**src/rtl/core/ura_pkg.sv**
```systemverilog
// Shared constants and helpers for the unsigned radix-to-ASCII converter.
// No dependencies; the divider and the converter import this package.
package ura_pkg;

  // Default width of the converted value.
  localparam int VALUE_BITS_DEF = 32;

  // Quotient bits the shared divider resolves per clock.
  localparam int STEP_BITS = 4;

  // Accepted radix range.
  localparam logic [4:0] BASE_MIN = 5'd2;
  localparam logic [4:0] BASE_MAX = 5'd16;

  // Characters used by the converter.
  localparam logic [7:0] CHAR_ZERO    = 8'h30;  // '0'
  localparam logic [7:0] CHAR_X_LOWER = 8'h78;  // 'x'
  localparam logic [7:0] CHAR_A_UPPER = 8'h41;  // 'A'
  localparam logic [7:0] CHAR_A_LOWER = 8'h61;  // 'a'
  localparam logic [7:0] CHAR_NONE    = 8'h00;

  // Map one digit to its ASCII character in the chosen letter case.
  function automatic logic [7:0] digit_char(input logic [3:0] d, input logic upper);
    logic [7:0] ch;
    if (d < 4'd10) begin
      ch = CHAR_ZERO + {4'd0, d};
    end else if (upper) begin
      ch = CHAR_A_UPPER + {4'd0, d} - 8'd10;
    end else begin
      ch = CHAR_A_LOWER + {4'd0, d} - 8'd10;
    end
    return ch;
  endfunction

endpackage

```
**src/rtl/core/ura_ram.sv**
```systemverilog
// Generic single-write, single-read RAM with a registered read port.
// Depends on nothing; sized by its WIDTH and DEPTH parameters.
module ura_ram #(
  parameter int WIDTH = 4,
  parameter int DEPTH = 32
) (
  input  logic                     clk,
  input  logic                     we,
  input  logic [$clog2(DEPTH)-1:0] waddr,
  input  logic [WIDTH-1:0]         wdata,
  input  logic                     re,
  input  logic [$clog2(DEPTH)-1:0] raddr,
  output logic [WIDTH-1:0]         rdata
);

  logic [WIDTH-1:0] mem [DEPTH];

  // Write port and registered read port.
  always_ff @(posedge clk) begin
    if (we) begin
      mem[waddr] <= wdata;
    end
    if (re) begin
      rdata <= mem[raddr];
    end
  end

endmodule

```
**src/rtl/core/ura_div.sv**
```systemverilog
// Iterative restoring divider: value by a 5-bit radix, STEP_BITS quotient bits a clock.
// Depends on ura_pkg for STEP_BITS and the default value width.
module ura_div import ura_pkg::*; #(
  parameter int VALUE_BITS = VALUE_BITS_DEF
) (
  input  logic                  clk,
  input  logic                  rst,
  input  logic                  start,
  input  logic [VALUE_BITS-1:0] dividend,
  input  logic [4:0]            divisor,
  output logic                  done,
  output logic [VALUE_BITS-1:0] quotient,
  output logic [3:0]            remainder
);

  localparam int DIV_W      = ((VALUE_BITS + STEP_BITS - 1) / STEP_BITS) * STEP_BITS;
  localparam int STEPS      = DIV_W / STEP_BITS;
  localparam int STEP_CNT_W = $clog2(STEPS + 1);

  logic [DIV_W-1:0]      shreg;
  logic [DIV_W-1:0]      shreg_next;
  logic [3:0]            rem;
  logic [3:0]            rem_next;
  logic [STEP_CNT_W-1:0] step_cnt;
  logic                  busy;

  // STEP_BITS dependent compare-and-subtract steps on the narrow partial remainder.
  always_comb begin
    logic [4:0] trial;
    logic       ge;
    shreg_next = shreg;
    rem_next   = rem;
    for (int i = 0; i < STEP_BITS; i++) begin
      trial      = {rem_next, shreg_next[DIV_W-1]};
      ge         = (trial >= divisor);
      shreg_next = {shreg_next[DIV_W-2:0], ge};
      rem_next   = ge ? 4'(trial - divisor) : trial[3:0];
    end
  end

  // Sequencing of the division steps.
  always_ff @(posedge clk) begin
    if (rst) begin
      busy     <= 1'b0;
      done     <= 1'b0;
      step_cnt <= '0;
    end else begin
      done <= 1'b0;
      if (start) begin
        busy     <= 1'b1;
        step_cnt <= STEP_CNT_W'(STEPS);
      end else if (busy) begin
        step_cnt <= step_cnt - STEP_CNT_W'(1);
        if (step_cnt == STEP_CNT_W'(1)) begin
          busy <= 1'b0;
          done <= 1'b1;
        end
      end
    end
  end

  // Datapath registers carry no reset.
  always_ff @(posedge clk) begin
    if (start) begin
      shreg <= DIV_W'(dividend);
      rem   <= '0;
    end else if (busy) begin
      shreg <= shreg_next;
      rem   <= rem_next;
    end
  end

  assign quotient  = shreg[VALUE_BITS-1:0];
  assign remainder = rem;

endmodule

```
**src/rtl/core/unsigned_radix_to_ascii.sv**
```systemverilog
// Unsigned radix-to-ASCII converter, one request at a time.
// Each digit comes from the shared divider, and each character passes through the digit
// RAM and the output register. Zero and bad radix give a single result without division.
// Synchronous active-high reset returns the sequencer to idle with no output.
module unsigned_radix_to_ascii import ura_pkg::*; #(
  parameter int VALUE_BITS = VALUE_BITS_DEF
) (
  input  logic                  clk,
  input  logic                  rst,
  input  logic                  req_valid,
  output logic                  req_ready,
  input  logic [VALUE_BITS-1:0] value,
  input  logic [4:0]            base,
  input  logic                  upper_case,
  input  logic                  add_prefix,
  input  logic                  precision_zero,
  output logic                  rsp_valid,
  input  logic                  rsp_ready,
  output logic [7:0]            character,
  output logic                  last,
  output logic                  empty_res,
  output logic                  bad_base
);

  localparam int CNT_W  = $clog2(VALUE_BITS + 1);
  localparam int ADDR_W = $clog2(VALUE_BITS);

  typedef enum logic [3:0] {
    S_IDLE,
    S_DIV_START,
    S_DIV_RUN,
    S_PFX_ZERO,
    S_PFX_X,
    S_READ,
    S_LOAD,
    S_EMIT,
    S_SINGLE
  } state_t;

  state_t                state;
  logic [VALUE_BITS-1:0] remaining_value;
  logic [CNT_W-1:0]      digit_count;
  logic [CNT_W-1:0]      digit_count_next;
  logic [CNT_W-1:0]      emit_index;
  logic [CNT_W-1:0]      emit_pos;
  logic [4:0]            base_q;
  logic                  upper_q;
  logic                  prefix_q;

  logic                  div_start;
  logic                  div_done;
  logic [VALUE_BITS-1:0] div_quot;
  logic [3:0]            div_rem;
  logic                  ram_we;
  logic                  ram_re;
  logic [3:0]            ram_rdata;

  logic                  req_fire;
  logic                  rsp_fire;
  logic                  base_ok;

  assign req_ready = (state == S_IDLE);
  assign req_fire  = req_valid && req_ready;
  assign rsp_fire  = rsp_valid && rsp_ready;
  assign base_ok   = (base >= BASE_MIN) && (base <= BASE_MAX);

  assign div_start        = (state == S_DIV_START);
  assign ram_we           = (state == S_DIV_RUN) && div_done;
  assign ram_re           = (state == S_READ);
  assign digit_count_next = digit_count + CNT_W'(1);
  assign emit_pos         = digit_count - CNT_W'(1) - emit_index;

  // Shared divider produces one digit per pass.
  ura_div #(
    .VALUE_BITS(VALUE_BITS)
  ) u_div (
    .clk      (clk),
    .rst      (rst),
    .start    (div_start),
    .dividend (remaining_value),
    .divisor  (base_q),
    .done     (div_done),
    .quotient (div_quot),
    .remainder(div_rem)
  );

  // Digit store, least significant digit at address zero.
  ura_ram #(
    .WIDTH(4),
    .DEPTH(VALUE_BITS)
  ) u_digits (
    .clk  (clk),
    .we   (ram_we),
    .waddr(digit_count[ADDR_W-1:0]),
    .wdata(div_rem),
    .re   (ram_re),
    .raddr(emit_pos[ADDR_W-1:0]),
    .rdata(ram_rdata)
  );

  // Sequencer with the registered result outputs.
  always_ff @(posedge clk) begin
    if (rst) begin
      state           <= S_IDLE;
      rsp_valid       <= 1'b0;
      remaining_value <= '0;
      digit_count     <= '0;
      emit_index      <= '0;
    end else begin
      unique case (state)
        S_IDLE: begin
          if (req_fire) begin
            base_q   <= base;
            upper_q  <= upper_case;
            prefix_q <= add_prefix;
            if (!base_ok) begin
              // Bad radix: one flagged result; the remaining value and digit counters stay untouched.
              rsp_valid <= 1'b1;
              character <= CHAR_NONE;
              last      <= 1'b1;
              empty_res <= 1'b0;
              bad_base  <= 1'b1;
              state     <= S_SINGLE;
            end else if (value == '0) begin
              // Zero gives a lone '0' or an empty result, never a prefix.
              remaining_value <= '0;
              digit_count     <= '0;
              emit_index      <= '0;
              rsp_valid       <= 1'b1;
              character       <= precision_zero ? CHAR_NONE : CHAR_ZERO;
              last            <= 1'b1;
              empty_res       <= precision_zero;
              bad_base        <= 1'b0;
              state           <= S_SINGLE;
            end else begin
              remaining_value <= value;
              digit_count     <= '0;
              emit_index      <= '0;
              state           <= S_DIV_START;
            end
          end
        end
        S_DIV_START: begin
          state <= S_DIV_RUN;
        end
        S_DIV_RUN: begin
          if (div_done) begin
            remaining_value <= div_quot;
            digit_count     <= digit_count_next;
            if (div_quot == '0 || digit_count_next == CNT_W'(VALUE_BITS)) begin
              if (prefix_q) begin
                rsp_valid <= 1'b1;
                character <= CHAR_ZERO;
                last      <= 1'b0;
                empty_res <= 1'b0;
                bad_base  <= 1'b0;
                state     <= S_PFX_ZERO;
              end else begin
                state <= S_READ;
              end
            end else begin
              state <= S_DIV_START;
            end
          end
        end
        S_PFX_ZERO: begin
          if (rsp_fire) begin
            character <= CHAR_X_LOWER;
            state     <= S_PFX_X;
          end
        end
        S_PFX_X: begin
          if (rsp_fire) begin
            rsp_valid <= 1'b0;
            state     <= S_READ;
          end
        end
        S_READ: begin
          state <= S_LOAD;
        end
        S_LOAD: begin
          // Digit from the store is available now; present it.
          rsp_valid  <= 1'b1;
          character  <= digit_char(ram_rdata, upper_q);
          last       <= (emit_index + CNT_W'(1) == digit_count);
          empty_res  <= 1'b0;
          bad_base   <= 1'b0;
          emit_index <= emit_index + CNT_W'(1);
          state      <= S_EMIT;
        end
        S_EMIT: begin
          if (rsp_fire) begin
            rsp_valid <= 1'b0;
            state     <= last ? S_IDLE : S_READ;
          end
        end
        S_SINGLE: begin
          if (rsp_fire) begin
            rsp_valid <= 1'b0;
            state     <= S_IDLE;
          end
        end
        default: begin
          state <= S_IDLE;
        end
      endcase
    end
  end

endmodule
```
**config.mk**
```make
export PLATFORM = sky130hd
export DESIGN_NAME = unsigned_radix_to_ascii
export DESIGN_NICKNAME = d
export VERILOG_FILES = /design/src/rtl/core/ura_pkg.sv /design/src/rtl/core/ura_ram.sv /design/src/rtl/core/ura_div.sv /design/src/rtl/core/unsigned_radix_to_ascii.sv
export SDC_FILE = /design/constraint.sdc
export NUM_CORES = 1
export LEC_CHECK = 0
export BUFFER_PORTS_ARGS = -buffer_cell sky130_fd_sc_hd__clkbuf_2
export CAP_MARGIN = 20
export CORE_AREA = 2 2 183 185
export CTS_BUF_LIST = sky130_fd_sc_hd__clkbuf_8
export DETAILED_ROUTE_END_ITERATION = 7
export DIE_AREA = 0 0 185 187
export GPL_ROUTABILITY_DRIVEN = 0
export HOLD_SLACK_MARGIN = 0.12
export PLACE_DENSITY = 0.61
export SLEW_MARGIN = 20
export SYNTH_ARGS = -nofsm -noshare
export SYNTH_HDL_FRONTEND = slang
export SYNTH_SLANG_ARGS = --single-unit
```
**constraint.sdc**
```tcl
create_clock -name clk -period 10.4 [get_ports clk]
set_clock_uncertainty 0.2 [all_clocks]
set_input_delay 0 -clock clk [delete_from_list [all_inputs] [get_ports clk]]
set_output_delay 0 -clock clk [all_outputs]
set_load 0.01 [all_outputs]
```
After elaboration in Yosys (flattened, before gate mapping)

Memory sizes are Yosys's and may differ from the RTL's. A register that Yosys moved wholly into a read port is not among the register bits.
Cells that the tools add are included.

Register bits after elaboration: 109
Output and inout port bits: 13
Memories: 1
ROM bits: 0
Bits in latches: 0
Input bits: 44
Word-level logic and storage cells: 155
Memory bits (writable): 128

Bitwise operators: 2
$lt $le $gt $ge: 7
Eq/ne operators: 22
Add/sub/neg operators: 14
Div/mod/pow operators: 0
$mul: 0
Shifts and indexed selects: 0
Reduce and logical (&&, ||, !) cells: 24
Muxes and demuxes: 67

Memories:

| memory       | words | bits a word | read ports | clocked after memory_dff | write ports | line          | RTL |
|---|---|---|---|---|---|---|---|
| u_digits.mem | 32    | 4           | 1          | 1                        | 1           | ura_ram.sv:16 | `logic [WIDTH-1:0] mem [DEPTH];` |

Operators by type and width:

| kind                                                                    | number |
|---|---|
| 32-bit two-way mux                                                      | 6 |
| 8-bit two-way mux                                                       | 9 |
| 32-bit zero test                                                        | 2 |
| 32-bit one-hot mux with 2 select lines                                  | 1 |
| 4-bit two-way mux                                                       | 15 |
| 4-bit one-hot mux with 9 select lines                                   | 1 |
| 8-bit one-hot mux with 4 select lines                                   | 1 |
| 6-bit two-way mux                                                       | 4 |
| 6-bit one-hot mux with 2 select lines                                   | 2 |
| 1-bit two-way mux                                                       | 22 |
| 5-bit >= comparator                                                     | 4 |
| 7-bit by 4-bit adder with 8-bit output, first input constant            | 2 |
| 4-bit by 3-bit equality test with 1-bit output, second input constant   | 4 |
| 4-bit subtractor                                                        | 4 |
| 8-bit by 4-bit subtractor with 8-bit output, second input constant      | 2 |
| 7-bit AND reduction                                                     | 2 |
| 6-bit by 1-bit adder with 6-bit output, second input constant           | 2 |
| 2-bit by 1-bit inequality test with 1-bit output, second input constant | 5 |
| 2-bit inequality test, second input constant                            | 5 |
| 1-bit one-hot mux with 3 select lines                                   | 3 |
| 4-bit by 1-bit equality test with 1-bit output, second input constant   | 2 |
| 4-bit by 2-bit equality test with 1-bit output, second input constant   | 2 |
| 8-bit AND reduction                                                     | 1 |
| 4-bit nonzero test                                                      | 2 |
| 24 further kinds                                                        | 33 |

Logic depth before layout (Yosys ltp)

Gate-level depths: netlist of run 1.

Depth after elaboration: 9
Depth in mapped cells: 28
Gate-level depth less buffers: 28

By module

Synthesis of run 1 repeated with hierarchy kept, for this count alone.

Cells, all modules: 874
Area, all modules: 11300.8 µm²

By module, submodules not included:

| module                  | cells each | area each (µm²) | instances | seq. area each (µm²) |
|---|---|---|---|---|
| ura_ram                 | 231        | 5178.7          | 1         | 3963.8 |
| unsigned_radix_to_ascii | 418        | 3474.6          | 1         | 1491.4 |
| ura_div                 | 225        | 2647.5          | 1         | 1161.1 |

Worst setup path after synthesis of run 1

No wires, ideal clock.

Path kind: reg-to-reg
Start point: reg u_div.rem[1] (netlist: u_div.remainder[1])
End point: reg u_div.rem[0] (netlist: u_div.remainder[0])
Path buffers: 0
Stages on the path, launching flop included: 25
Arrival: 6.182 ns
Clock period less this slack: 6.509 ns
Setup time: 0.127 ns
Required time: 10.073 ns
Path slack: 3.891 ns
Path through: dfxtp_1 > ha_1 > a21oi_1 > o21ai_0 > and2_1 > o21a_1 > o311ai_0 > ha_1 > a21oi_1 > o21ai_0 > a31oi_1 > mux2_2 > inv_1 > ha_1 > nor2b_1 > o21ai_0 > nand2b_1 > o41ai_2 > mux2_2 > ha_1 > nand2_1 > o31ai_1 > a21oi_1 > mux2i_1 > nor2_1

Cells in the longest elaborated chain, start to end: 8
Elaborated cells on any way between the ends: 11
Those cells by class: add/sub: 3; order compare: 4; mux: 4

RTL lines:

| item                                                           | line                         | RTL |
|---|---|---|
| start, declared                                                | ura_div.sv:22                | `logic [3:0] rem;` |
| start signal, assigned                                         | ura_div.sv:69                | `rem <= rem_next;` |
| 4-bit subtractor / 5-bit >= comparator (equally long branches) | ura_div.sv:37, ura_div.sv:35 |  |
| 4-bit two-way mux *                                            | ura_div.sv:37                | `rem_next = ge ? 4'(trial - divisor) : trial[3:0];` |
| 4-bit subtractor / 5-bit >= comparator (equally long branches) | ura_div.sv:37, ura_div.sv:35 |  |
| 4-bit two-way mux *                                            | ura_div.sv:37                |  |
| 5-bit >= comparator / 4-bit subtractor (equally long branches) | ura_div.sv:35, ura_div.sv:37 |  |
| 4-bit two-way mux *                                            | ura_div.sv:37                |  |
| 5-bit >= comparator *                                          | ura_div.sv:35                | `ge = (trial >= divisor);` |
| 4-bit two-way mux *                                            | ura_div.sv:37                |  |

Every way passes the cells marked *; elsewhere a longest branch is shown, timed or not.
A chain may end at the register's enable or synchronous reset.

Worst setup path in the final report of run 1

Same ends and word-level chain as after synthesis.

==> run summary, run 1 <==
core area - 32860 um2
die width - 185 um
synth top area cells - edfxtp_1, dfxtp_1, mux4_2
port bufs - 55
Slowest cell on crit path - o31ai_1
final period utilization - 69.39%
worst hold path type - in -> reg
via count - 8097
CTS buffer count - 41
Post-synth ARST share - 0%
crit start category - register
Power Internal - 1952 uW
Avg Vias per Cell - 5.067
slew margin rel. - 34.05%
CP Class - reg -> reg
standard-cell rows - 67
r2r setup slk - 3.18 ns
Post-Synthesis Mean Instance Area - 11.94 um2
Cell Area, Placed - 12020 um2
Max VDD drop - 0.0001370 V
outcome - finished clean
DP HPWL - 16330 um
CP dominant cell by count - ha_1
achievable clock frequency - 138.6 MHz
Critical Path RT - 10.62 ns
Synth top area share - 48.26%
Synth Register Bits - 240
Critical path origin - u_div.remainder[1]$_SDFFE_PP0P_
Top Ports - 57
R2R Path Start - u_div.remainder[1]$_SDFFE_PP0P_
worst-margin pin slew - 0.9856 ns
clock buffer depth - 3
Cell Area, Synth - 11260 um2
layout cell share with drive strength beyond 1 - 15.30%
P_sw - 954.8 uW
Diodes inserted - 0
Initial Util - 34.28%
ys flop type - edfxtp_1
die area - 34600 um2
R2R depth - 25
FF-to-FF End - u_div.remainder[0]$_SDFFE_PP0P_
Routed WL per cell - 16.64 um
fill count - 3085
Post-Syn Nets - 1024
Clock Pin Slew Worst Setup and Hold Paths - 0.06 ns
final slew viol count - 0
Max Cap Viol - 0
Yosys top cell by area - edfxtp_1
post-route ant nets - 0
DRC violations left - 0
largest net degree at the start of global routing - 72
number of library cell types mapped by synthesis - 59
vias in the first global route - 8270
CTS Root Cell - clkbuf_8
GRT overflow - 0
final WL - 26600 um
Final nets - 1206
Post-synth EDFFs - 181
CP endpoint - u_div.remainder[0]$_SDFFE_PP0P_
switch share - 32.84%
Critical Path AT - 7.44 ns
Comb pwr share - 30.5%
minimum clock period - 7.217 ns
Die Span Y - 187 um
violation count after the first detailed-route iteration - 696
Leakage - 0.005160 uW
CTS tree - yes
first-pass GRT wire length - 43500 um
RSZ-0062 raised after global routing - false
CP endpoint kind - register
CP peak stage delay - 0.79 ns
crit path max fanout - 35
final setup fails - 0
Finished Cell Area - 13890 um2
Clock power frac - 25.6%
GRT Overall Usage - 15.71%
Yosys warning count - 0
Sink Count - 240
initial antenna violation count - 0
later-pin clock latency in the skew report - 0.55 ns
post-synthesis cell count - 943
Seq/Total Area, Yosys - 58.74%
endpoints failing hold - 0
Sequential Power Share - 43.9%
Setup Fix Bufs, Post-CTS - 0
Pre-antenna DRT Iters - 5
Layout area overhead - 23.33%
PD cells - 209.3 nW/um2
CTS H-tree depth - 2
final setup TNS - 0 ns
## power by group through the flow
| stage | combinational, uW | clock (uW) | sequential [uW] |
|---|---|---|---|
| 6_report | 887 | 745 | 1280 |
| 5_1_grt | 993 | 803 | 1290 |
| 4_1_cts | 880 | 761 | 1280 |
| 3_5_place_dp | 829 | 0 | 1290 |
| 3_3_place_gp | 804 | 0 | 1290 |
| 2_1_floorplan | 615 | 0 | 1280 |
## metrics by stage
step | hold slack [ns] | setup slack [ns] | utilization (%) | instances | power, uW
final | 0.1628 | 3.183 | 42.27 | 1598 | 2907
after global routing | 0.1690 | 2.501 | 42.27 | 1598 | 3083
after CTS | 0.1268 | 3.116 | 42.27 | 1598 | 2918
after detailed placement | -0.02140 | 3.138 | 36.59 | 1413 | 2124
after global placement | -0.02180 | 3.362 | 36.59 | 1413 | 2098
after floorplan | -0.1011 | 3.891 | - | 943 | 1900
## cells in the final DEF, fill, tap and decap left out, types with 13 or more instances in the layout
master         Yosys  routed
a21oi_1           35      35
a311oi_1          32      32
buf_4              1      14
clkbuf_2           0      55
clkbuf_8           0      43
dfxtp_1           59      58
dlygate4sd3_1      0     117
edfxtp_1         181     181
ha_1              32      31
inv_1             32      50
mux4_2            40      40
nand2_1          182     182
nand2b_1          15      15
nand3_1           13      13
nor2_1           104     103
nor4_1            18      18
o21ai_0           18      18
xnor2_1           16      16
## cell families (layout without fill, tap and decap cells)
kind of cell               Yosys count  after routing  synth area share [%]
xor gates and xnor gates            24             24                 1.866
muxes                               54             54                 9.387
other                                1              1               0.03329
DFF                                240            240                 58.74
buffers and inverters               79            286                 2.766
adders and majority gates           37             37                 4.443
AOI/OAI and AO/OA                  127            127                 7.976
and+or+nand+nor                    381            381                 14.79
## repair_timing
item / 4_1_cts / 5_1_grt
hold buffers: 117 / 0
hold endpoints to repair: 83 / 0
setup endpoints to repair: 0 / 0
gates resized for setup: 0 / 0
## synth_stat cells, types with 2 or more instances
master,n
a22oi_1,2
nand2_1,182
mux2_2,10
nand3_1,13
nor4_1,18
nand2b_1,15
a31oi_1,6
inv_1,32
o211ai_1,3
and2_1,2
o21a_1,3
a21o_1,6
a311oi_1,32
xnor2_1,16
fa_1,5
nor4b_1,2
nor2b_1,10
mux4_2,40
o21ai_0,18
ha_1,32
mux2i_1,3
a22o_1,2
clkbuf_1,36
nand4_1,7
buf_2,9
nor3b_1,2
o22ai_1,2
nor3_1,9
and3_1,5
nor2_1,104
o311ai_0,2
a211oi_1,4
dfxtp_1,59
nand3b_1,2
a21oi_1,35
xor2_1,8
or3_1,5
edfxtp_1,181
## worst min-delay path by stage
stage / startpoint / slack (ns) / endpoint / cells past startpoint
5_1_grt: precision_zero / 0.17 / empty_res$_SDFFCE_PN0P_ / 3
6_report: precision_zero / 0.16 / empty_res$_SDFFCE_PN0P_ / 3
3_3_place_gp: add_prefix / -0.02 / prefix_q$_DFFE_PP_ / 1
4_1_cts: precision_zero / 0.13 / empty_res$_SDFFCE_PN0P_ / 3
2_1_floorplan: base[0] / -0.10 / base_q[0]$_DFFE_PP_ / 0
3_5_place_dp: upper_case / -0.02 / upper_q$_DFFE_PP_ / 1
## layer usage
metal | part of all wire (%) | up-vias | global-route usage, %
li1 | - | 3840 | -
met4 | 2.8 | 0 | 5.342
met2 | 49 | 225 | 25.84
met3 | 5.0 | 57 | 2.629
met1 | 43 | 3975 | 21.04
met5 | 0 | - | 0
## final cells by class
type,count,area [um2],area share [%]
sequential,240,6618,47.64
multi-input combinational,624,4345,31.28
timing repair buffer,186,1551,11.17
clock buffer,43,591.8,4.261
tap,448,560.5,4.035
inverter,32,120.1,0.8647
clock inverter,25,103.9,0.7476
## state kept, by name (all words and copies together), names as in the netlist, 4 cells and up
| register | count |
|---|---|
| u_digits.mem | 128 |
| u_div.step_cnt | 4 |
| state | 4 |
| u_digits.rdata | 4 |
| remaining_value | 32 |
| u_div.quotient | 32 |
| u_div.remainder | 4 |
| emit_index | 6 |
| character | 7 |
| digit_count | 6 |
| base_q | 5 |
## worst max-delay path: cells and delay by family, from the launching register on
kind	cells	cell delay, ns
AO/OA/AOI/OAI	12	3.50
buffers and inverters	2	0.38
flip-flops	1	0.30
AND/OR/NAND/NOR	4	0.51
multiplexers	3	1.01
adder cells (fa/ha/maj)	4	1.19
Power figures use the tool's default switching activity.
==> run 2, diff against run 1 <==
clock period = 6.7 ns   (was 10.4 ns; I/O delays follow)
==> run 2 against run 1 <==
Register-to-register slack lost 2.7 ns. First-iteration DRC count shrank 15%. Sequential power grew 53%. Final area grew 0.73%. Maximum frequency grew 17%. Hold slack gained 0.12 ns. Critical path depth grew 1. Critical path type unchanged. Largest cell class unchanged. Largest power group unchanged.
==> run summary, run 2 (synthesized netlist as in run 1, its figures left out) <==
outcome - finished clean
worst-margin pin slew - 1.028 ns (+0.04266 ns)
Leakage - 0.005209 uW (+0.95%)
Worst Hold End - character[5]$_DFFE_PP_
hold_sp - precision_zero
FF-to-FF End - u_div.remainder[3]$_SDFFE_PP0P_
storage element area - 6616 um2 (about the same)
R2R Path Start - base_q[2]$_DFFE_PP_
DP HPWL - 16680 um (+2.2%)
achievable clock frequency - 162.0 MHz (+17%)
core area - 32860 um2 (unchanged)
final setup fails - 0 (unchanged)
Pre-antenna DRT Iters - 5 (unchanged)
largest net degree at the start of global routing - 58 (-19%)
GRT overflow - 0 (unchanged)
minimum clock period - 6.171 ns (-1.045 ns)
standard-cell rows - 67 (unchanged)
first-pass GRT wire length - 44070 um (+1.3%)
P_sw - 1562 uW (+64%)
Critical Path AT - 6.45 ns (-0.99 ns)
Max Cap Viol - 0 (unchanged)
later-pin clock latency in the skew report - 0.57 ns (+0.02 ns)
Sink Count - 240 (unchanged)
CP dominant cell by count - ha_1
layout cell share with drive strength beyond 1 - 15.79% (+0.49 points)
Multi-input gate area - 4372 um2 (+0.60%)
Clock power frac - 25.7% (about the same)
die area - 34600 um2 (unchanged)
final period utilization - 92.11% (+23 points)
CTS buffer count - 42 (+2.4%)
final setup TNS - 0 ns (unchanged)
R2R depth - 26 (+4.0%)
slew margin rel. - 30.95% (-3.1 points)
Util after Layout - 42.58% (+0.31 points)
RSZ-0062 raised after global routing - false
crit path max fanout - 9 (-74%)
clock buffer depth - 3 (unchanged)
Critical Path RT - 6.98 ns (-3.64 ns)
Slowest cell on crit path - o41ai_4
CP Class - reg -> reg
Avg Vias per Cell - 5.075 (+0.16%)
Critical path origin - base_q[2]$_DFFE_PP_
worst hold path type - in -> reg
post-route ant nets - 0 (unchanged)
Comb pwr share - 32.6% (+2.1 points)
switch share - 33.31% (+0.46 points)
Die Span Y - 187 um (unchanged)
r2r setup slk - 0.53 ns (-2.65 ns)
PD cells - 335.2 nW/um2 (+60%)
Setup Fix Bufs, Post-CTS - 0 (unchanged)
violation count after the first detailed-route iteration - 595 (-15%)
Routed WL per cell - 16.98 um (+2.0%)
final slew viol count - 0 (unchanged)
Top Ports - 57 (unchanged)
most frequent cells in the layout - nand2_1, edfxtp_1, dlygate4sd3_1
Power Internal - 3128 uW (+60%)
Buf+Inv Stages, Crit Path - 4 (+2)
CTS H-tree depth - 2 (unchanged)
most common cell after layout, fill and taps aside - nand2_1
die width - 185 um (unchanged)
Diodes inserted - 0 (unchanged)
CTS Root Cell - clkbuf_8
endpoints failing hold - 0 (unchanged)
DRC violations left - 0 (unchanged)
Initial Util - 34.28% (unchanged)
Clock Pin Slew Worst Setup and Hold Paths - 0.06 ns (about the same)
Max VDD drop - 0.0002165 V (+58%)
Reg with most FFs - u_digits.mem
CP top delay family - compound AO/OA/AOI/OAI gates
fill count - 3092 (+0.23%)
via count - 8156 (+0.73%)
port bufs - 55 (unchanged)
GRT Overall Usage - 15.99% (+0.29 points)
vias in the first global route - 8371 (+1.2%)
CTS tree - yes
WHS Path Cells - 5 (+2)
final WL - 27290 um (+2.6%)
CP peak stage delay - 0.43 ns (-0.36 ns)
max reg flops - 128 (unchanged)
CP endpoint kind - register
Layout area overhead - 24.23%
Sequential Power Share - 41.8% (-2.1 points)
crit start category - register
initial antenna violation count - 0 (unchanged)
Final nets - 1211 (+0.41%)
run 2: worst max-delay path by stage:
stage	endpoint	slack, ns	cells after the start
after global placement	u_div.remainder[3]$_SDFFE_PP0P_	0.44	26
after detailed placement	u_div.remainder[0]$_SDFFE_PP0P_	0.29	28
after CTS	u_div.remainder[3]$_SDFFE_PP0P_	0.23	26
after floorplan	u_div.remainder[0]$_SDFFE_PP0P_	0.19	24
after global routing	u_div.remainder[3]$_SDFFE_PP0P_	0.03	26
final	u_div.remainder[3]$_SDFFE_PP0P_	0.53	26
run 2: through the flow:
stage               hold slack [ns]  setup slack, ns  std cells  power (uW)  cell area, um2
global placement           -0.02167           0.4447       1416        3318           12050
detailed placement         -0.02120           0.2861       1416        3366           12050
CTS                          0.2779           0.2264       1607        4653           13970
floorplan                   -0.1011           0.1909        943        2949           11260
global route                 0.3261          0.03074       1607        4992           13990
finish                       0.2869           0.5289       1607        4690           13990
run 2: final cells by class:
| cell class | instances | share of cell area [%] |
|---|---|---|
| Clock buffer | 43 | 4.230 |
| Tap cell | 448 | 4.006 |
| Clock inverter | 30 | 1.055 |
| Timing Repair Buffer | 190 | 11.32 |
| Multi-Input combinational cell | 624 | 31.24 |
| Inverter | 32 | 0.8584 |
| Sequential cell | 240 | 47.29 |
run 2: worst reg2reg max path, cell delays in order (launching register included):
cell and delay (ns):
edfxtp_1 0.35, inv_1 0.19, ha_1 0.31, a21oi_1 0.14, o21ai_0 0.12, and2_1 0.20
o21a_1 0.20, nor2_1 0.22, mux2_2 0.39, ha_1 0.18, a21o_1 0.17, a31oi_1 0.13
buf_4 0.16, mux2_2 0.38, inv_1 0.08, ha_1 0.24, nor2b_1 0.14, o21ai_0 0.15
nand2b_1 0.14, o41ai_4 0.43, mux2i_2 0.37, ha_1 0.30, a211oi_1 0.23, o31ai_1 0.11
buf_4 0.17, a211o_1 0.23, a31oi_1 0.17
run 2: metal layers:
| layer | GRT usage (%) | vias up | wire, um |
|---|---|---|---|
| met5 | 0 | - | 0 |
| met4 | 5.098 | 0 | 648 |
| li1 | - | 3849 | - |
| met1 | 20.58 | 3987 | 11500 |
| met2 | 27.20 | 270 | 13570 |
| met3 | 2.960 | 50 | 1570 |
run 2: power by group through the flow:
stage | Clock, uW | Combinational (uW) | Sequential [uW]
3_5_place_dp | 0 | 1380 | 1980
2_1_floorplan | 0 | 955 | 1990
6_report | 1200 | 1530 | 1960
4_1_cts | 1230 | 1470 | 1960
3_3_place_gp | 0 | 1330 | 1980
5_1_grt | 1300 | 1720 | 1970
run 2: what timing repair did:
action                     in CTS  in global routing
setup endpoints to repair       0                  5
hold endpoints to repair       83                  0
hold buffers                  118                  0
gates resized for setup         0                  6
